[src/rtl/hria_pkg.sv]
// Shared constants, types and command/status structs for the heart-rate interval averager.
`timescale 1ns / 1ps
package hria_pkg;

    // Ring of accepted whole rates.
    localparam int RING_ENTRIES = 4;
    localparam int RING_IDX_W   = (RING_ENTRIES > 1) ? $clog2(RING_ENTRIES) : 1;
    localparam int RING_TOTAL_W = 8 + RING_IDX_W;

    // 60000 ms per minute, scaled by 256 for Q16.8.
    localparam logic [23:0] RATE_NUMERATOR = 24'd15360000;
    localparam logic [31:0] MIN_INTERVAL   = 32'd273;
    localparam logic [31:0] MAX_INTERVAL   = 32'd2000;
    localparam logic [23:0] RATE_SATURATED = 24'hFFFFFF;
    localparam logic [15:0] COUNT_FULL     = 16'hFFFF;
    localparam logic [31:0] WINDOW_RESET   = 32'd60000;

    // Divider step counts for each of the two quotients.
    localparam logic [4:0] STEPS_RATE = 5'd24;
    localparam logic [4:0] STEPS_WIN  = 5'd16;

    // Item kinds carried in tuser bit 0.
    localparam logic MODE_SAMPLE = 1'b0;
    localparam logic MODE_WINDOW_RESET = 1'b1;

    typedef enum logic [1:0] {
        DIV_RATE,
        DIV_WIN
    } t_div_sel;

    typedef enum logic [3:0] {
        ST_IDLE,
        ST_DECIDE,
        ST_RATE_WAIT,
        ST_APPLY,
        ST_WIN_START,
        ST_WIN_WAIT,
        ST_FINISH
    } t_state;

    typedef struct packed {
        logic     load;
        logic     div_start;
        t_div_sel div_sel;
        logic     apply;
        logic     cap_win;
        logic     clr_win;
        logic     out_load;
    } t_dp_cmd;

    typedef struct packed {
        logic beat_item;
        logic interval_zero;
        logic div_busy;
        logic count_zero;
        logic out_free;
    } t_dp_stat;

endpackage

[src/rtl/hria_ram.sv]
// Generic single-write, single-read RAM with registered read data.
`timescale 1ns / 1ps
module hria_ram #(
    parameter int WIDTH = 8,
    parameter int DEPTH = 4
) (
    input  logic                                          i_clk,
    input  logic                                          i_we,
    input  logic [((DEPTH > 1) ? $clog2(DEPTH) : 1)-1:0]  i_waddr,
    input  logic [WIDTH-1:0]                              i_wdata,
    input  logic [((DEPTH > 1) ? $clog2(DEPTH) : 1)-1:0]  i_raddr,
    output logic [WIDTH-1:0]                              o_rdata
);

    logic [WIDTH-1:0] r_mem [DEPTH];

    always_ff @(posedge i_clk) begin
        if (i_we) begin
            r_mem[i_waddr] <= i_wdata;
        end
        o_rdata <= r_mem[i_raddr];
    end

endmodule

[src/rtl/hria_div.sv]
// Serial restoring divider producing one quotient bit per cycle.
`timescale 1ns / 1ps
module hria_div
    import hria_pkg::*;
(
    input  logic        i_clk,
    input  logic        i_rst_n,
    input  logic        i_start,
    input  logic [31:0] i_rem_init,
    input  logic [31:0] i_dividend,
    input  logic [31:0] i_divisor,
    input  logic [4:0]  i_steps,
    output logic        o_busy,
    output logic [31:0] o_quotient
);

    logic [31:0] r_rem;
    logic [31:0] r_quo;
    logic [31:0] r_den;
    logic [4:0]  r_cnt;
    logic [33:0] n_trial;

    // The dividend is left-aligned so its next bit is always r_quo[31];
    // quotient bits shift in at the bottom.
    assign n_trial = {1'b0, r_rem, r_quo[31]} - {2'b00, r_den};

    always_ff @(posedge i_clk) begin
        if (!i_rst_n) begin
            r_cnt <= '0;
        end else if (i_start) begin
            r_cnt <= i_steps;
        end else if (r_cnt != '0) begin
            r_cnt <= r_cnt - 5'd1;
        end
    end

    always_ff @(posedge i_clk) begin
        if (i_start) begin
            r_rem <= i_rem_init;
            r_quo <= i_dividend;
            r_den <= i_divisor;
        end else if (r_cnt != '0) begin
            if (!n_trial[33]) begin
                r_rem <= n_trial[31:0];
                r_quo <= {r_quo[30:0], 1'b1};
            end else begin
                r_rem <= {r_rem[30:0], r_quo[31]};
                r_quo <= {r_quo[30:0], 1'b0};
            end
        end
    end

    assign o_busy     = (r_cnt != '0);
    assign o_quotient = r_quo;

endmodule

[src/rtl/hria_datapath.sv]
// Datapath: beat state, rate ring, window accumulators, divider and output register.
`timescale 1ns / 1ps
module hria_datapath
    import hria_pkg::*;
(
    input  logic        i_clk,
    input  logic        i_rst_n,
    input  t_dp_cmd     i_cmd,
    output t_dp_stat    o_stat,
    input  logic        i_cfg_wr_en,
    input  logic [31:0] i_cfg_wr_data,
    input  logic        i_mode,
    input  logic        i_beat,
    input  logic [31:0] i_now_ms,
    input  logic        i_out_ready,
    output logic        o_out_valid,
    output logic [55:0] o_out_data
);

    // Item fields.
    logic        r_mode;
    logic        r_beat;
    logic [31:0] r_now;
    logic [31:0] r_interval;

    // Block state.
    logic [31:0]             r_window_len;
    logic [31:0]             r_last_beat;
    logic [31:0]             r_win_start;
    logic                    r_started;
    logic [RING_IDX_W-1:0]   r_ring_pos;
    logic [RING_TOTAL_W-1:0] r_ring_total;
    logic [RING_ENTRIES-1:0] r_ring_valid;
    logic [31:0]             r_win_sum;
    logic [15:0]             r_win_cnt;
    logic [23:0]             r_last_rate;
    logic                    r_accepted;
    logic [15:0]             r_win_avg;
    logic                    r_out_valid;
    logic [55:0]             r_out_data;

    // Divider hookup.
    logic [31:0] n_div_rem;
    logic [31:0] n_div_dividend;
    logic [31:0] n_div_divisor;
    logic [4:0]  n_div_steps;
    logic        div_busy;
    logic [31:0] div_quo;

    // Ring entry under the write pointer.
    logic [7:0]  ram_rdata;
    logic [7:0]  n_old_rate;
    logic [7:0]  n_whole;
    logic        n_in_range;
    logic        n_in_window;
    logic [31:0] n_elapsed;
    logic [RING_TOTAL_W-1:0] n_ring_quo;

    always_comb begin
        case (i_cmd.div_sel)
            DIV_RATE: begin
                n_div_rem      = '0;
                n_div_dividend = {RATE_NUMERATOR, 8'b0};
                n_div_divisor  = r_interval;
                n_div_steps    = STEPS_RATE;
            end
            default: begin
                // Every summed rate is below 2^16, so the mean fits 16 bits.
                n_div_rem      = {16'b0, r_win_sum[31:16]};
                n_div_dividend = {r_win_sum[15:0], 16'b0};
                n_div_divisor  = {16'b0, r_win_cnt};
                n_div_steps    = STEPS_WIN;
            end
        endcase
    end

    hria_div u_div (
        .i_clk      (i_clk),
        .i_rst_n    (i_rst_n),
        .i_start    (i_cmd.div_start),
        .i_rem_init (n_div_rem),
        .i_dividend (n_div_dividend),
        .i_divisor  (n_div_divisor),
        .i_steps    (n_div_steps),
        .o_busy     (div_busy),
        .o_quotient (div_quo)
    );

    assign n_in_range  = (r_interval >= MIN_INTERVAL) && (r_interval <= MAX_INTERVAL);
    assign n_whole     = div_quo[15:8];
    assign n_old_rate  = r_ring_valid[r_ring_pos] ? ram_rdata : 8'd0;
    assign n_elapsed   = r_now - r_win_start;
    assign n_in_window = (n_elapsed <= r_window_len) && (r_win_cnt != COUNT_FULL);

    // The ring size is a power of two, so its mean is a plain shift of the total.
    // The total stays below RING_ENTRIES * 256, so the mean fits 8 bits.
    assign n_ring_quo  = r_ring_total / RING_TOTAL_W'(RING_ENTRIES);

    hria_ram #(
        .WIDTH (8),
        .DEPTH (RING_ENTRIES)
    ) u_ring (
        .i_clk   (i_clk),
        .i_we    (i_cmd.apply && n_in_range),
        .i_waddr (r_ring_pos),
        .i_wdata (n_whole),
        .i_raddr (r_ring_pos),
        .o_rdata (ram_rdata)
    );

    // Item capture.
    always_ff @(posedge i_clk) begin
        if (i_cmd.load) begin
            r_mode     <= i_mode;
            r_beat     <= i_beat;
            r_now      <= i_now_ms;
            r_interval <= i_now_ms - r_last_beat;
        end
    end

    always_ff @(posedge i_clk) begin
        if (!i_rst_n) begin
            r_window_len <= WINDOW_RESET;
            r_last_beat  <= '0;
            r_win_start  <= '0;
            r_started    <= 1'b0;
            r_ring_pos   <= '0;
            r_ring_total <= '0;
            r_ring_valid <= '0;
            r_win_sum    <= '0;
            r_win_cnt    <= '0;
            r_last_rate  <= '0;
            r_accepted   <= 1'b0;
            r_win_avg    <= '0;
        end else begin
            if (i_cfg_wr_en) begin
                r_window_len <= i_cfg_wr_data;
            end
            if (i_cmd.load) begin
                r_accepted <= 1'b0;
                if (i_mode == MODE_WINDOW_RESET) begin
                    r_win_sum   <= '0;
                    r_win_cnt   <= '0;
                    r_win_start <= i_now_ms;
                    r_started   <= 1'b1;
                end else if (!r_started) begin
                    r_win_start <= i_now_ms;
                    r_started   <= 1'b1;
                end
            end
            if (i_cmd.apply) begin
                r_last_beat <= r_now;
                r_last_rate <= (r_interval == '0) ? RATE_SATURATED : div_quo[23:0];
                if (n_in_range) begin
                    r_accepted   <= 1'b1;
                    r_ring_total <= r_ring_total - RING_TOTAL_W'(n_old_rate)
                                    + RING_TOTAL_W'(n_whole);
                    r_ring_valid[r_ring_pos] <= 1'b1;
                    r_ring_pos <= (r_ring_pos == RING_IDX_W'(RING_ENTRIES - 1)) ?
                                  '0 : r_ring_pos + 1'b1;
                    if (n_in_window) begin
                        r_win_sum <= r_win_sum + {8'b0, div_quo[23:0]};
                        r_win_cnt <= r_win_cnt + 16'd1;
                    end
                end
            end
            if (i_cmd.cap_win) begin
                r_win_avg <= div_quo[15:0];
            end else if (i_cmd.clr_win) begin
                r_win_avg <= '0;
            end
        end
    end

    // Output register; a new item may be loaded in the cycle the old one is taken.
    always_ff @(posedge i_clk) begin
        if (!i_rst_n) begin
            r_out_valid <= 1'b0;
        end else if (i_cmd.out_load) begin
            r_out_valid <= 1'b1;
        end else if (i_out_ready) begin
            r_out_valid <= 1'b0;
        end
    end

    always_ff @(posedge i_clk) begin
        if (i_cmd.out_load) begin
            r_out_data <= {7'b0, r_win_avg, n_ring_quo[7:0], r_accepted, r_last_rate};
        end
    end

    assign o_stat.beat_item     = (r_mode == MODE_SAMPLE) && r_beat;
    assign o_stat.interval_zero = (r_interval == '0);
    assign o_stat.div_busy      = div_busy;
    assign o_stat.count_zero    = (r_win_cnt == '0);
    assign o_stat.out_free      = !r_out_valid || i_out_ready;

    assign o_out_valid = r_out_valid;
    assign o_out_data  = r_out_data;

endmodule

[src/rtl/hria_ctrl.sv]
// Controller state machine sequencing the divisions and updates of one item.
`timescale 1ns / 1ps
module hria_ctrl
    import hria_pkg::*;
(
    input  logic     i_clk,
    input  logic     i_rst_n,
    input  logic     i_in_valid,
    output logic     o_in_ready,
    input  t_dp_stat i_stat,
    output t_dp_cmd  o_cmd
);

    t_state r_state;
    t_state n_state;

    always_ff @(posedge i_clk) begin
        if (!i_rst_n) begin
            r_state <= ST_IDLE;
        end else begin
            r_state <= n_state;
        end
    end

    always_comb begin
        n_state    = r_state;
        o_cmd      = '0;
        o_cmd.div_sel = DIV_RATE;
        o_in_ready = 1'b0;
        case (r_state)
            ST_IDLE: begin
                o_in_ready = 1'b1;
                if (i_in_valid) begin
                    o_cmd.load = 1'b1;
                    n_state    = ST_DECIDE;
                end
            end
            ST_DECIDE: begin
                if (!i_stat.beat_item) begin
                    n_state = ST_WIN_START;
                end else if (i_stat.interval_zero) begin
                    n_state = ST_APPLY;
                end else begin
                    o_cmd.div_start = 1'b1;
                    o_cmd.div_sel   = DIV_RATE;
                    n_state         = ST_RATE_WAIT;
                end
            end
            ST_RATE_WAIT: begin
                if (!i_stat.div_busy) begin
                    n_state = ST_APPLY;
                end
            end
            ST_APPLY: begin
                o_cmd.apply = 1'b1;
                n_state     = ST_WIN_START;
            end
            ST_WIN_START: begin
                if (i_stat.count_zero) begin
                    o_cmd.clr_win = 1'b1;
                    n_state       = ST_FINISH;
                end else begin
                    o_cmd.div_start = 1'b1;
                    o_cmd.div_sel   = DIV_WIN;
                    n_state         = ST_WIN_WAIT;
                end
            end
            ST_WIN_WAIT: begin
                if (!i_stat.div_busy) begin
                    o_cmd.cap_win = 1'b1;
                    n_state       = ST_FINISH;
                end
            end
            ST_FINISH: begin
                if (i_stat.out_free) begin
                    o_cmd.out_load = 1'b1;
                    n_state        = ST_IDLE;
                end
            end
            default: begin
                n_state = ST_IDLE;
            end
        endcase
    end

endmodule

[src/rtl/heart_rate_interval_averager.sv]
// Top level of the heart-rate interval averager: controller, datapath and checks.
//
// Usage: input items arrive on the s_axis channel. tdata carries the 32-bit millisecond
// timestamp; tuser bit 0 is the mode (0 sample, 1 window reset) and bit 1 the beat flag.
// Every input item produces exactly one result item on the m_axis channel, in order.
// A beat yields an instant rate of 60000/interval BPM in Q16.8; rates for intervals of
// 273 to 2000 ms enter a small ring of whole rates and, inside the window, the window
// sum and count. Each result carries the last rate, the accept flag, the ring mean and
// the window mean in Q8.8.
// The window length register is written through i_cfg_wr_en / i_cfg_wr_data; the
// user must write it only while the block is idle (unchecked); it resets to 60000 ms.
// Timing: one item is processed at a time, through a single serial divider that yields
// one quotient bit a cycle. After acceptance the controller runs the 24-step rate
// division when a beat has a nonzero interval, applies any beat, runs the 16-step
// window mean when the window is not empty, and then loads the result; the next item
// is accepted in the cycle after the result is loaded.
// The input accepts the next item as soon as the previous result sits in the output
// register, even if the receiver has not taken it yet; a stalled receiver holds the
// finished block only at the point where the next result would be loaded.
// Reset (synchronous, active low) clears the ring, the window and all timing state.
`timescale 1ns / 1ps
module heart_rate_interval_averager
    import hria_pkg::*;
(
    input  logic        i_clk,
    input  logic        i_rst_n,
    // Configuration: window length in milliseconds.
    input  logic        i_cfg_wr_en,
    input  logic [31:0] i_cfg_wr_data,
    // Input item channel.
    input  logic        i_s_axis_tvalid,
    output logic        o_s_axis_tready,
    input  logic [31:0] i_s_axis_tdata,  // [31:0] now_ms
    input  logic [1:0]  i_s_axis_tuser,  // [0] mode, [1] beat
    // Result item channel.
    output logic        o_m_axis_tvalid,
    input  logic        i_m_axis_tready,
    output logic [55:0] o_m_axis_tdata   // [23:0] instant_bpm, [24] rate_accepted,
                                         // [32:25] ring_average, [48:33] window_average,
                                         // [55:49] zero
);

    t_dp_cmd  cmd;
    t_dp_stat stat;

    hria_ctrl u_ctrl (
        .i_clk      (i_clk),
        .i_rst_n    (i_rst_n),
        .i_in_valid (i_s_axis_tvalid),
        .o_in_ready (o_s_axis_tready),
        .i_stat     (stat),
        .o_cmd      (cmd)
    );

    hria_datapath u_datapath (
        .i_clk         (i_clk),
        .i_rst_n       (i_rst_n),
        .i_cmd         (cmd),
        .o_stat        (stat),
        .i_cfg_wr_en   (i_cfg_wr_en),
        .i_cfg_wr_data (i_cfg_wr_data),
        .i_mode        (i_s_axis_tuser[0]),
        .i_beat        (i_s_axis_tuser[1]),
        .i_now_ms      (i_s_axis_tdata),
        .i_out_ready   (i_m_axis_tready),
        .o_out_valid   (o_m_axis_tvalid),
        .o_out_data    (o_m_axis_tdata)
    );

    // A result is never loaded over one the receiver has not taken.
    a_no_overwrite: assert property (@(posedge i_clk) disable iff (!i_rst_n)
        cmd.out_load |-> stat.out_free)
        else $error("result loaded while output register still held");

    // Only one item is in flight: after an acceptance the input closes.
    a_one_in_flight: assert property (@(posedge i_clk) disable iff (!i_rst_n)
        (i_s_axis_tvalid && o_s_axis_tready) |=> !o_s_axis_tready)
        else $error("input accepted a second item while busy");

    // The divider is never restarted in the middle of a division.
    a_div_idle_start: assert property (@(posedge i_clk) disable iff (!i_rst_n)
        cmd.div_start |-> !stat.div_busy)
        else $error("divider started while busy");

    // A loaded result appears on the output in the next cycle.
    a_result_shown: assert property (@(posedge i_clk) disable iff (!i_rst_n)
        cmd.out_load |=> o_m_axis_tvalid)
        else $error("loaded result not presented");

endmodule

[config.mk]
export PLATFORM = sky130hd
export DESIGN_NAME = heart_rate_interval_averager
export DESIGN_NICKNAME = d
export VERILOG_FILES = /design/src/rtl/hria_pkg.sv /design/src/rtl/hria_ram.sv /design/src/rtl/hria_div.sv /design/src/rtl/hria_datapath.sv /design/src/rtl/hria_ctrl.sv /design/src/rtl/heart_rate_interval_averager.sv
export SDC_FILE = /design/constraint.sdc
export NUM_CORES = 1
export LEC_CHECK = 0
export ABC_AREA = 1
export BUFFER_PORTS_ARGS = -buffer_cell sky130_fd_sc_hd__buf_2
export CAP_MARGIN = 5
export CORE_UTILIZATION = 25
export CTS_CLUSTER_SIZE = 16
export DETAILED_ROUTE_END_ITERATION = 10
export MAX_ROUTING_LAYER = met4
export PLACE_DENSITY = 0.45
export SYNTH_ARGS = -nofsm -noshare
export SYNTH_HDL_FRONTEND = slang
export SYNTH_SLANG_ARGS = --single-unit
[constraint.sdc]
create_clock -name i_clk -period 5.71 [get_ports i_clk]
set_clock_uncertainty 0.1 [all_clocks]
set_input_delay 1.713 -clock i_clk [delete_from_list [all_inputs] [get_ports i_clk]]
set_output_delay 1.713 -clock i_clk [all_outputs]
set_load 0.01 [all_outputs]
Word level (Yosys, flattened, before mapping)

Memories as Yosys holds them, arrays and structs flattened. A register that Yosys moved wholly into a read port is not among the register bits.
Cells that the tools add are included.

Add/sub/neg operators: 9
Magnitude comparators: 5
Muxes and demuxes: 62
Equality and inequality tests: 13
Reduce and logical (&&, ||, !) cells: 18
Bitwise logic cells: 2

Operators with widths:

| operator                                                                            | count |
|---|---|
| 32-bit 2-to-1 mux                                                                   | 13 |
| 16-bit 2-to-1 mux                                                                   | 9 |
| 32-bit subtractor                                                                   | 2 |
| 33-bit by 32-bit subtractor with 34-bit output                                      | 1 |
| 32-bit by 24-bit adder with 32-bit output                                           | 1 |
| 32-bit by 9-bit >= comparator with 1-bit output (second input constant)             | 1 |
| 32-bit by 11-bit less-or-equal comparator with 1-bit output (second input constant) | 1 |
| 32-bit less-or-equal comparator                                                     | 1 |
| 32-bit zero test                                                                    | 1 |
| 4-bit one-hot mux with 7 select lines                                               | 1 |
| 24-bit 2-to-1 mux                                                                   | 1 |
| 1-bit 2-to-1 mux                                                                    | 21 |
| 4-bit 2-to-1 mux                                                                    | 5 |
| 16-bit by 1-bit adder with 16-bit output (second input constant)                    | 1 |
| 16-bit zero test                                                                    | 1 |
| 16-bit inequality test (second input constant)                                      | 1 |
| 4-bit by 3-bit == test with 1-bit output (second input constant)                    | 3 |
| 3-bit 2-to-1 mux                                                                    | 4 |
| 10-bit by 8-bit adder with 10-bit output                                            | 1 |
| 5-bit 2-to-1 mux                                                                    | 2 |
| 2-bit inequality test (second input constant)                                       | 5 |
| 10-bit by 8-bit subtractor with 10-bit output                                       | 1 |
| 4-bit by 2-bit == test with 1-bit output (second input constant)                    | 2 |
| 8-bit 2-to-1 mux                                                                    | 1 |
| 21 further kinds                                                                    | 29 |

Output and inout bits: 58
Memory bits (writable): 32
Bits in registers: 423
Memories: 1
Logic and storage cells: 134

Memory list:

| name                    | words | width | read ports | clocked after Yosys merged registers in | write ports | RTL line       | text |
|---|---|---|---|---|---|---|---|
| u_datapath.u_ring.r_mem | 4     | 8     | 1          | 1                                       | 1           | hria_ram.sv:15 | `logic [WIDTH-1:0] r_mem [DEPTH];` |

Depth between registers and ports, before layout

Gate-level depths: netlist of the first run.

Depth after elaboration: 7
Depth in mapped cells: 27
Gate-level depth less buffers: 27

Modules after synthesis

A second synthesis of the first run with hierarchy kept.

Cells, all modules: 3521
Area, all modules: 27277.4 sq um

Modules (own cells, without submodules):

| module        | cells an instance | instances | area each (sq um) | seq. area each (sq um) |
|---|---|---|---|---|
| hria_datapath | 2348              | 1         | 18360.1           | 7517.2 |
| hria_div      | 972               | 1         | 7041.8            | 2982.9 |
| hria_ram      | 141               | 1         | 1547.7            | 1121.1 |
| hria_ctrl     | 60                | 1         | 327.8             | 60.1 |

Least setup slack after synthesis of the first run

Ideal clock, no wire load.

Path type: input-to-reg
From: input i_s_axis_tvalid
To: register u_datapath.r_win_start[10]
Arrival: 5783 ps
Stages on the path: 6
Slack: -301 ps
Cell sequence: inv_1 -> nor2_1 -> o21ai_1 -> clkbuf_1 -> o21ai_0 -> a21oi_1

RTL lines:

| what                 | RTL line                           | text |
|---|---|---|
| start, declared      | heart_rate_interval_averager.sv:31 | `input logic i_s_axis_tvalid,` |
| end signal, assigned | hria_datapath.sv:144               | `r_win_start <= i_now_ms;` |
| end signal, assigned | hria_datapath.sv:147               | `r_win_start <= i_now_ms;` |
| end, declared        | hria_datapath.sv:29                | `logic [31:0] r_win_start;` |

Final worst setup path of the first run

From: register u_datapath.r_now[0]
To: register u_datapath.r_win_sum[26]

Longest elaborated chain between the ends: 6

Ends and longest elaborated chain:

| what                            | RTL line             | text |
|---|---|---|
| start, declared                 | hria_datapath.sv:23  | `logic [31:0] r_now;` |
| start signal, assigned          | hria_datapath.sv:116 | `r_now <= i_now_ms;` |
| 32-bit subtractor               | hria_datapath.sv:92  | `assign n_elapsed = r_now - r_win_start;` |
| 32-bit less-or-equal comparator | hria_datapath.sv:93  | `assign n_in_window = (n_elapsed <= r_window_len) && (r_win_cnt != COUNT_FULL);` |
| 1-bit logical AND               | hria_datapath.sv:93  |  |
| 32-bit 2-to-1 mux               | hria_datapath.sv:161 | `if (n_in_window) begin` |
| 32-bit 2-to-1 mux               | hria_datapath.sv:154 | `if (n_in_range) begin` |
| 32-bit 2-to-1 mux               | hria_datapath.sv:151 | `if (i_cmd.apply) begin` |
| end signal, assigned            | hria_datapath.sv:162 | `r_win_sum <= r_win_sum + {8'b0, div_quo[23:0]};` |
| end, declared                   | hria_datapath.sv:34  | `logic [31:0] r_win_sum;` |

No other way between the ends.
A chain may end at the register's enable or synchronous reset.

==> results of run 1 <==
## final timing paths
path	startpoint	end	slack, ps	cells past startpoint
setup / recovery	u_datapath.r_now[0]	u_datapath.r_win_sum[26]	1200	26
hold / removal	u_datapath.r_last_rate[12]	u_datapath.o_out_data[12]	320	0
setup reg to reg	u_datapath.r_now[0]	u_datapath.r_win_sum[26]	1200	26
hold reg to reg	u_datapath.r_last_rate[12]	u_datapath.o_out_data[12]	320	0
## logic make-up (layout without fill, tap and decap cells)
kind of cell | after synthesis | count (layout) | share of synthesized area [%]
AOI/OAI and AO/OA | 719 | 719 | 14.6
xor gates and xnor gates | 117 | 117 | 3.89
adders and majority gates | 179 | 179 | 8.84
buffers and inverters | 607 | 743 | 9.12
DFF | 462 | 462 | 44.3
other | 1 | 8 | 0.0142
and+or+nand+nor | 1216 | 1216 | 19.2
## metal layers
layer | share of wire (%) | track usage [%] | vias to the layer above | routed length (um)
met4 | 1.7 | 3.21 | 0 | 1290
met1 | 49 | 19.7 | 10022 | 37700
met5 | 0 | - | - | 0
met3 | 2.9 | 1.69 | 84 | 2230
met2 | 46 | 23.6 | 292 | 35400
li1 | - | - | 11138 | -
## final cells by class
class,instances,share of cell area [%]
Multi-Input combinational cell,2238,40.9
Sequential cell,462,38.7
Inverter,501,6.24
Tap cell,1380,5.73
Clock buffer,71,4.72
Timing Repair Buffer,144,2.59
Clock inverter,27,1.08
Antenna cell,1,0.00830
## layout by cell type, fill, tap and decap left out, drive strengths merged, types with 12 or more instances in the layout
| cell | Yosys | layout |
|---|---|---|
| nand2 | 634 | 634 |
| a31oi | 31 | 31 |
| o21a | 18 | 18 |
| ha | 167 | 167 |
| o22ai | 16 | 16 |
| clkbuf | 68 | 71 |
| xnor2 | 44 | 44 |
| nor2 | 334 | 334 |
| clkinv | 3 | 17 |
| edfxtp | 243 | 243 |
| o21ai | 266 | 266 |
| a21oi | 337 | 337 |
| a21o | 12 | 12 |
| nor3 | 28 | 28 |
| inv | 498 | 501 |
| buf | 38 | 144 |
| nand3 | 133 | 133 |
| dfxtp | 219 | 219 |
| nand4 | 54 | 54 |
| xor2 | 73 | 73 |
| fa | 12 | 12 |
| nor4 | 13 | 13 |
## sequential cells by signal, indices dropped and copies added, names as in the netlist, 10 cells and up
signal	flops
u_datapath.r_win_sum	32
u_datapath.r_interval	32
u_datapath.u_div.r_rem	32
u_datapath.u_div.r_den	32
u_datapath.r_ring_total	10
u_datapath.o_out_data	49
u_datapath.r_now	32
u_datapath.u_div.o_quotient	32
u_datapath.r_window_len	32
u_datapath.r_last_rate	24
u_datapath.r_win_start	32
u_datapath.r_win_avg	16
u_datapath.r_win_cnt	16
u_datapath.r_last_beat	32
u_datapath.u_ring.r_mem	32
## stage by stage
stage / util (%) / instance area, um^2 / cells / setup slack (ps)
finish: 29.0 / 30200 / 4824 / 1200
global route: 29.0 / 30200 / 4824 / 706
CTS: 29.0 / 30100 / 4823 / 1150
detailed placement: 27.3 / 28400 / 4725 / 1170
global placement: 27.3 / 28400 / 4725 / 1200
floorplan: - / 26400 / 3307 / 993
## power by group through the flow
| stage | registers, mW | clock network (mW) | logic [mW] |
|---|---|---|---|
| 2_1_floorplan | 4.84 | 0 | 4.80 |
| 3_3_place_gp | 5.08 | 0 | 6.57 |
| 3_5_place_dp | 5.08 | 0 | 6.55 |
| 4_1_cts | 5.01 | 3.58 | 6.59 |
| 5_1_grt | 5.08 | 3.70 | 7.47 |
| 6_report | 5.00 | 3.46 | 6.51 |
==> impl_metrics.py, run 1 <==
metrics = {
    "cts": {
        "numCtsBuffers": 52,
        "holdBufCountCts": 0,
        "cts-root-buf": "clkbuf_16",
        "cts.sinks": 462,
        "clock_path_buffers": 3,
        "postCtsSetupBuffers": 0,
        "clock_latency_ps": 620,
        "cts_resized": 0,
        "cts_tree": "built",
        "htreeDepth": 2,
        "clkTransAtPathRegs_ps": 60,
    },
    "worst_setup_path": {
        "crit_arrival_ps": 4900,
        "cp_common_cell": "nand2_1",
        "worst-path-max-fanout": 24,
        "slowest_delay_ps": 360,
        "crit_type": "flop to flop",
        "crit_family": "simple AND/OR/NAND/NOR gates",
        "start_kind": "flop",
        "crit_buf_inv": 6,
        "cpMaxStageDelayCell": "edfxtp_1",
        "worstSetupEndpointType": "flop",
        "cp.required_ps": 6100,
    },
    "die": {
        "fp.dieArea_um2": 107000,
        "boundaryPins": 129,
        "rows": 118,
        "start_util_pct": 25.3,
        "coreArea_um2": 104000,
        "die_h_um": 327,
        "die_width_um": 327,
    },
    "sta": {
        "finalSetupTns_ps": 0,
        "finalSetupViolCount": 0,
        "rsz0062_at_grt": "false",
        "holdWs_ps": 325,
        "hold_viol_final": 0,
        "fmax_ghz": 0.222,
        "slew_violations": 0,
        "period_share_pct": 78.9,
        "max_slew_margin_pct": 30.7,
        "period_minus_slack_ps": 4510,
        "worstMarginPinSlew_ps": 1040,
    },
    "logic_synthesis": {
        "synth_area_leader_cell": "edfxtp_1",
        "ys_ff_latch": 462,
        "yosysSeqAreaShare_pct": 44.3,
        "synth_flop_cell": "edfxtp_1",
        "synth_cell_types": 51,
        "synth_edf_count": 243,
        "synth.top_cell.area_share_pct": 27.7,
        "postSynthAreaPerCell_um2": 7.98,
        "async_reset_ff_share_pct": 0,
        "synthTopCellsByCount": "nand2_1, inv_1, a21oi_1",
        "netlist_instances": 3301,
        "synth.most_common_cell": "nand2_1",
        "ys_top_cells_by_area": "edfxtp_1, dfxtp_1, nand2_1",
        "syn-cell-area_um2": 26300,
        "yosysWarningCount": 0,
    },
    "flow_run": {
        "cap_violations": 0,
    },
    "global_routing": {
        "grt_start_max_net_pins": 91,
        "antenna_found_initial": 6,
        "grt_pass1_vias": 21166,
        "track_usage_pct": 14.7,
        "grt_pass1_wl_mm": 121,
        "grt_overflow": 0,
    },
    "pwr": {
        "cellPowerDensity_nw_per_um2": 497,
        "seqPwrFrac_pct": 33.4,
        "p_int_mw": 8.76,
        "clkPwrFrac_pct": 23.1,
        "switching_share_pct": 41.5,
        "p_total_mw": 15.0,
        "ir_worst_vdd_v": 0.000271,
        "power.leakage_nw": 12.7,
        "p_comb_share_pct": 43.5,
        "switchingPower_mw": 6.22,
    },
    "route": {
        "via_per_inst": 4.46,
        "drtIter0Drc": 1042,
        "finalWirelength_mm": 76.6,
        "drc": 0,
        "vias": 21536,
        "firstDrtPassIters": 5,
        "detail-route-antenna-nets": 0,
        "routedWlPerCell_um": 15.9,
    },
    "cells_and_area": {
        "register_area_um2": 11700,
        "final_nets": 3649,
        "fill_cells": 11340,
        "multi_input_area_um2": 12300,
        "area.growth.synth_to_final_pct": 14.5,
        "drive_gt1_share_pct": 7.35,
    },
    "place": {
        "hpwl_mm": 57.9,
        "io_buffer_count": 121,
        "place_congestion": 0.904,
    },
    "worst_hold_path": {
        "holdCritPathClass": "flop to flop",
    },
    "status": {
        "status": "finished, final reports clean",
    },
}
Power figures use the tool's default switching activity.
==> run 2, diff against run 1 <==
--- a/config.mk
+++ b/config.mk
@@ -12,7 +12,7 @@
 export CTS_CLUSTER_SIZE = 16
 export DETAILED_ROUTE_END_ITERATION = 10
 export MAX_ROUTING_LAYER = met4
-export PLACE_DENSITY = 0.45
+export PLACE_DENSITY = 0.43
 export SYNTH_ARGS = -nofsm -noshare
 export SYNTH_HDL_FRONTEND = slang
 export SYNTH_SLANG_ARGS = --single-unit
==> constraint.sdc (replaced) <==
create_clock -name i_clk -period 4.6 [get_ports i_clk]
set_clock_uncertainty 0.1 [all_clocks]
set_input_delay 1.38 -clock i_clk [delete_from_list [all_inputs] [get_ports i_clk]]
set_output_delay 1.38 -clock i_clk [all_outputs]
set_load 0.01 [all_outputs]
==> run 2 against run 1 <==
Non-clock buffer count is 15 higher. Setup slack worse by 750 ps. Sequential power is 22% higher. Hold slack better by 2.3 ps. Clock power is 25% higher. Global-route usage is 0.23 points higher. Largest power group unchanged.
==> impl_metrics.py, run 2 (synthesized netlist as in run 1, its figures left out) <==
metrics = {
    "status": {
        "status": "finished, final reports clean",
    },
    "pwr": {
        "cellPowerDensity_nw_per_um2": 617,
        "power.leakage_nw": 12.8,
        "p_total_mw": 18.7,
        "ir_worst_vdd_v": 0.000317,
    },
    "global_routing": {
        "grt_pass1_vias": 21597,
        "antenna_found_initial": 1,
        "grt_pass1_wl_mm": 122,
        "grt_overflow": 0,
        "grt_start_max_net_pins": 154,
        "track_usage_pct": 14.9,
    },
    "place": {
        "io_buffer_count": 121,
        "place_congestion": 0.907,
        "pre_cts_slack_ps": -78.7,
        "dp.cells": 4737,
        "hpwl_mm": 58.0,
        "placed_area_um2": 28500,
    },
    "die": {
        "boundaryPins": 129,
        "rows": 118,
        "coreArea_um2": 104000,
        "start_util_pct": 25.3,
        "die_width_um": 327,
        "die_h_um": 327,
        "fp.dieArea_um2": 107000,
    },
    "flow_run": {
        "cap_violations": 0,
    },
    "cts": {
        "clock_latency_ps": 630,
        "cts.sinks": 462,
        "htreeDepth": 2,
        "holdBufCountCts": 0,
        "clkTransAtPathRegs_ps": 60,
        "cts-root-buf": "clkbuf_16",
        "cts_tree": "built",
        "clock_path_buffers": 3,
        "numCtsBuffers": 52,
    },
    "route": {
        "vias": 21607,
        "drc": 0,
        "drtIter0Drc": 1038,
        "detail-route-antenna-nets": 0,
        "firstDrtPassIters": 7,
        "routedWlPerCell_um": 16.1,
        "finalWirelength_mm": 77.9,
        "via_per_inst": 4.47,
    },
    "worst_setup_path": {
        "cpMaxStageDelayCell": "fa_1",
        "crit-reg2reg-launch": "u_datapath.r_now[0]",
        "rrSetupSlack_ps": 450,
        "start_kind": "flop",
        "crit_family": "simple AND/OR/NAND/NOR gates",
        "worstSetupEndpointType": "flop",
        "crit_type": "flop to flop",
        "worst-path-max-fanout": 37,
        "slowest_delay_ps": 410,
        "path_cells": "inv_1 > ha_1 > fa_1 > inv_1 > nand3_1 > nand2_1 > a21oi_1 > o21ai_1 > a21oi_1 > inv_1 > nand3_1 > nand3_1 > nand2_1 > ha_1 > nand2_1 > nor2_1 > nand4_1 > nor2_1 > nand4_1 > nand2_4 > nand3_2 > buf_12 > o21ai_0 > nor2_1",
        "crit_arrival_ps": 4550,
        "crit_buf_inv": 4,
        "startpoint": "u_datapath.r_now[0]",
        "cp.required_ps": 5000,
    },
    "cells_and_area": {
        "diodes": 0,
        "final_nets": 3665,
        "final_cell_mix": "nand2_1, inv_1, a21oi_1, nor2_1, edfxtp_1",
        "design_area_um2": 30300,
        "drive_gt1_share_pct": 7.89,
        "fin_util_pct": 29.2,
        "final_cells": 4839,
        "largest_reg_flops": 49,
        "layout_commonest_cell": "nand2_1",
        "area.growth.synth_to_final_pct": 15.1,
    },
    "sta": {
        "worst_slack_ps": 448,
        "fmax_ghz": 0.241,
        "holdWs_ps": 327,
        "period_minus_slack_ps": 4150,
        "hold_viol_final": 0,
        "slew_violations": 0,
        "finalSetupViolCount": 0,
        "period_share_pct": 90.3,
        "worstMarginPinSlew_ps": 988,
        "finalSetupTns_ps": 0,
        "rsz0062_at_grt": "false",
        "max_slew_margin_pct": 34.2,
    },
    "worst_hold_path": {
        "hp-start": "u_datapath.r_last_rate[4]",
        "holdCritPathClass": "flop to flop",
    },
}
==> run 2: worst register-to-register path, cell delays in order (launching register included) <==
cell      delay, ps
edfxtp_1        320
inv_1            60
ha_1            210
fa_1            410
inv_1            70
nand3_1          60
nand2_1         140
a21oi_1         120
o21ai_1         280
a21oi_1         170
inv_1           100
nand3_1          80
nand3_1          80
nand2_1          60
ha_1            270
nand2_1          60
nor2_1          130
nand4_1         140
nor2_1          190
nand4_1         170
nand2_4         260
nand3_2         150
buf_12          200
o21ai_0         170
nor2_1           50
==> run 2: per-layer routing <==
layer | up-vias | share of wire [%] | global-route usage, %
met1 | 9956 | 49 | 19.9
li1 | 11181 | - | -
met3 | 117 | 3.4 | 1.76
met5 | - | 0 | -
met2 | 353 | 45 | 23.5
met4 | 0 | 2.8 | 4.45
==> run 2: worst paths after layout <==
path                            depth (start not counted)                        to
worst max-delay path                                   24   u_datapath.r_win_cnt[9]
worst min register to register                          0  u_datapath.o_out_data[4]
worst min-delay path                                    0  u_datapath.o_out_data[4]
worst max register to register                         24   u_datapath.r_win_cnt[9]
==> run 2: layout make-up <==
class | instances | area (um^2)
fill | 11351 | 73600
multi-input combinational | 2239 | 12400
sequential | 462 | 11700
inverter | 501 | 1880
tap | 1380 | 1730
clock buffer | 65 | 1390
timing repair buffer | 159 | 931
clock inverter | 33 | 362
==> run 2: repair_timing <==
| action | in CTS | in global routing |
|---|---|---|
| setup endpoints to repair | 26 | 48 |
| setup buffers | 0 | 3 |
| gates cloned | 1 | 0 |
| gates resized for setup | 1 | 5 |
| pin swaps | 1 | 2 |
==> run 2: report_power, final <==
part / switching (mW) / internal (mW) / total, mW
clock: 1.82 / 2.50 / 4.32
combinational: 5.45 / 2.81 / 8.26
sequential: 0.525 / 5.60 / 6.12
total: 7.80 / 10.9 / 18.7
==> run 3, diff against run 2 <==
--- a/config.mk
+++ b/config.mk
@@ -8,11 +8,11 @@
 export ABC_AREA = 1
 export BUFFER_PORTS_ARGS = -buffer_cell sky130_fd_sc_hd__buf_2
 export CAP_MARGIN = 5
-export CORE_UTILIZATION = 25
+export CORE_UTILIZATION = 44
 export CTS_CLUSTER_SIZE = 16
 export DETAILED_ROUTE_END_ITERATION = 10
 export MAX_ROUTING_LAYER = met4
-export PLACE_DENSITY = 0.43
+export PLACE_DENSITY = 0.64
 export SYNTH_ARGS = -nofsm -noshare
 export SYNTH_HDL_FRONTEND = slang
 export SYNTH_SLANG_ARGS = --single-unit
==> run 3 against run 2 <==
Critical path depth unchanged. Global-route usage up 8.3 points. Setup slack lost 97 ps. Core utilization increased by 21 points. Register-to-register slack worse by 97 ps. Combinational power shrank 2%. Via count increased by 2.1%. Critical endpoint is now u_datapath.r_win_cnt[1]. Final cell count shrank 13%. Sequential power increased by 0.8%.
==> impl_metrics.py, run 3 (synthesized netlist as in run 1, its figures left out) <==
metrics = {
    "cts": {
        "holdBufCountCts": 0,
        "htreeDepth": 2,
        "clkTransAtPathRegs_ps": 70,
        "cts_tree": "built",
        "numCtsBuffers": 51,
        "clock_path_buffers": 3,
        "cts-root-buf": "clkbuf_16",
        "cts.sinks": 462,
        "clock_latency_ps": 610,
    },
    "sta": {
        "worst_slack_ps": 351,
        "fmax_ghz": 0.235,
        "finalSetupTns_ps": 0,
        "period_share_pct": 92.4,
        "period_minus_slack_ps": 4250,
        "max_slew_margin_pct": 25.2,
        "finalSetupViolCount": 0,
        "holdWs_ps": 326,
        "worstMarginPinSlew_ps": 1120,
        "rsz0062_at_grt": "false",
        "slew_violations": 0,
        "hold_viol_final": 0,
    },
    "worst_hold_path": {
        "hold-path-endpoint": "u_datapath.o_out_data[31]",
        "hp-start": "u_datapath.r_ring_total[8]",
        "holdCritPathClass": "flop to flop",
        "holdPathStages": 0,
    },
    "die": {
        "die_width_um": 247,
        "start_util_pct": 44.6,
        "coreArea_um2": 59100,
        "die_h_um": 247,
        "rows": 89,
        "fp.dieArea_um2": 60900,
        "boundaryPins": 129,
    },
    "status": {
        "status": "finished, final reports clean",
    },
    "route": {
        "finalWirelength_mm": 68.6,
        "vias": 22061,
        "firstDrtPassIters": 5,
        "wirelength_met1_mm": 32.0,
        "drtIter0Drc": 1458,
        "via_per_inst": 5.22,
        "topRoutingLayerUsed": "met4",
        "drc": 0,
        "detail-route-antenna-nets": 0,
        "met2_length_mm": 31.3,
        "routedWlPerCell_um": 16.3,
        "wl_met3_mm": 3.63,
    },
    "worst_setup_path": {
        "crit_type": "flop to flop",
        "worst-path-max-fanout": 18,
        "rrSetupSlack_ps": 350,
        "rr_worst_depth": 24,
        "start_kind": "flop",
        "cp.required_ps": 5040,
        "crit_arrival_ps": 4690,
        "reg2reg_to": "u_datapath.r_win_cnt[1]",
        "crit-reg2reg-launch": "u_datapath.r_now[2]",
        "worstSetupEndpointType": "flop",
    },
    "cells_and_area": {
        "layout_commonest_cell": "nand2_1",
        "largest_reg_flops": 49,
        "area.growth.synth_to_final_pct": 12.3,
        "final_cells": 4223,
        "final_cell_mix": "nand2_1, inv_1, a21oi_1, nor2_1, edfxtp_1",
        "design_area_um2": 29600,
        "drive_gt1_share_pct": 7.77,
        "fill_cells": 5707,
        "final_nets": 3657,
        "diodes": 0,
    },
    "pwr": {
        "cellPowerDensity_nw_per_um2": 630,
        "switchingPower_mw": 7.64,
        "seqPwrFrac_pct": 33.1,
        "clkPwrFrac_pct": 23.5,
        "ir_worst_vdd_v": 0.000538,
        "switching_share_pct": 41.0,
        "power.leakage_nw": 12.8,
        "p_comb_share_pct": 43.4,
        "p_int_mw": 11.0,
    },
    "global_routing": {
        "grt_start_max_net_pins": 154,
        "antenna_found_initial": 0,
        "track_usage_pct": 23.2,
        "grt_overflow": 0,
        "grt_pass1_wl_mm": 109,
        "grt_pass1_vias": 20818,
    },
    "place": {
        "io_buffer_count": 121,
        "pre_cts_slack_ps": 56.9,
        "hpwl_mm": 50.6,
        "place_congestion": 0.958,
        "dp.cells": 4124,
        "placed_area_um2": 27700,
    },
    "flow_run": {
        "cap_violations": 0,
    },
}
-- run 3: layout make-up --
type	count	area, um^2	share of cell area, %
inverter	501	1880	6.36
sequential	462	11700	39.5
clock inverter	35	455	1.54
tap	773	967	3.27
timing repair buffer	152	895	3.02
clock buffer	61	1350	4.55
multi-input combinational	2239	12400	41.8
-- run 3: how the worst max path moves through the flow --
| stage | startpoint | slack [ps] | end |
|---|---|---|---|
| after floorplan | i_s_axis_tvalid | 220 | u_datapath.r_win_start[10] |
| after global placement | u_datapath.r_now[2] | 160 | u_datapath.r_win_sum[18] |
| after detailed placement | u_datapath.r_now[2] | 60 | u_datapath.r_win_sum[18] |
| after CTS | u_datapath.r_now[2] | 10 | u_datapath.r_win_sum[18] |
| after global routing | u_datapath.r_now[0] | 20 | u_datapath.r_win_sum[12] |
| final | u_datapath.r_now[2] | 350 | u_datapath.r_win_cnt[1] |
-- run 3: through the flow --
stage | utilization [%] | total power, mW
CTS | 49.9 | 18.6
finish | 50.0 | 18.6
global placement | 46.9 | 14.1
detailed placement | 46.9 | 14.2
global route | 50.0 | 20.0
floorplan | - | 12.0
-- run 3: power groups by stage --
| stage | Sequential (mW) | Combinational [mW] | Clock, mW |
|---|---|---|---|
| 2_1_floorplan | 6.00 | 5.96 | 0 |
| 3_3_place_gp | 6.22 | 7.85 | 0 |
| 3_5_place_dp | 6.24 | 7.92 | 0 |
| 4_1_cts | 6.16 | 7.98 | 4.47 |
| 5_1_grt | 6.24 | 9.15 | 4.64 |
| 6_report | 6.17 | 8.08 | 4.38 |
-- run 3: critical path, cell delays in order (launching register included) --
cell	delay [ps]
edfxtp_1	400
ha_1	350
a21oi_1	150
o21ai_0	200
a21oi_1	360
inv_1	100
a21oi_1	210
inv_1	100
nand4_1	100
nand2_1	60
nand2_1	50
nand2_1	50
ha_1	290
nand2_1	70
nor2_1	130
nand4_1	130
nor2_1	170
nand4_1	160
nand2_4	220
buf_6	230
nand3_4	90
buf_12	190
o21ai_0	80
inv_1	60
nor2_1	110
-- run 3: timing repair --
| item | in CTS | in global routing |
|---|---|---|
| resized for setup | 0 | 6 |
| buffers inserted | 0 | 2 |
| endpoints found under the setup margin | 0 | 40 |
-- run 3: per-layer routing --
metal	vias to the layer above	track usage, %
met5	-	-
met4	0	6.55
met3	106	2.85
met2	578	36.9
met1	10219	31.1
li1	11158	-
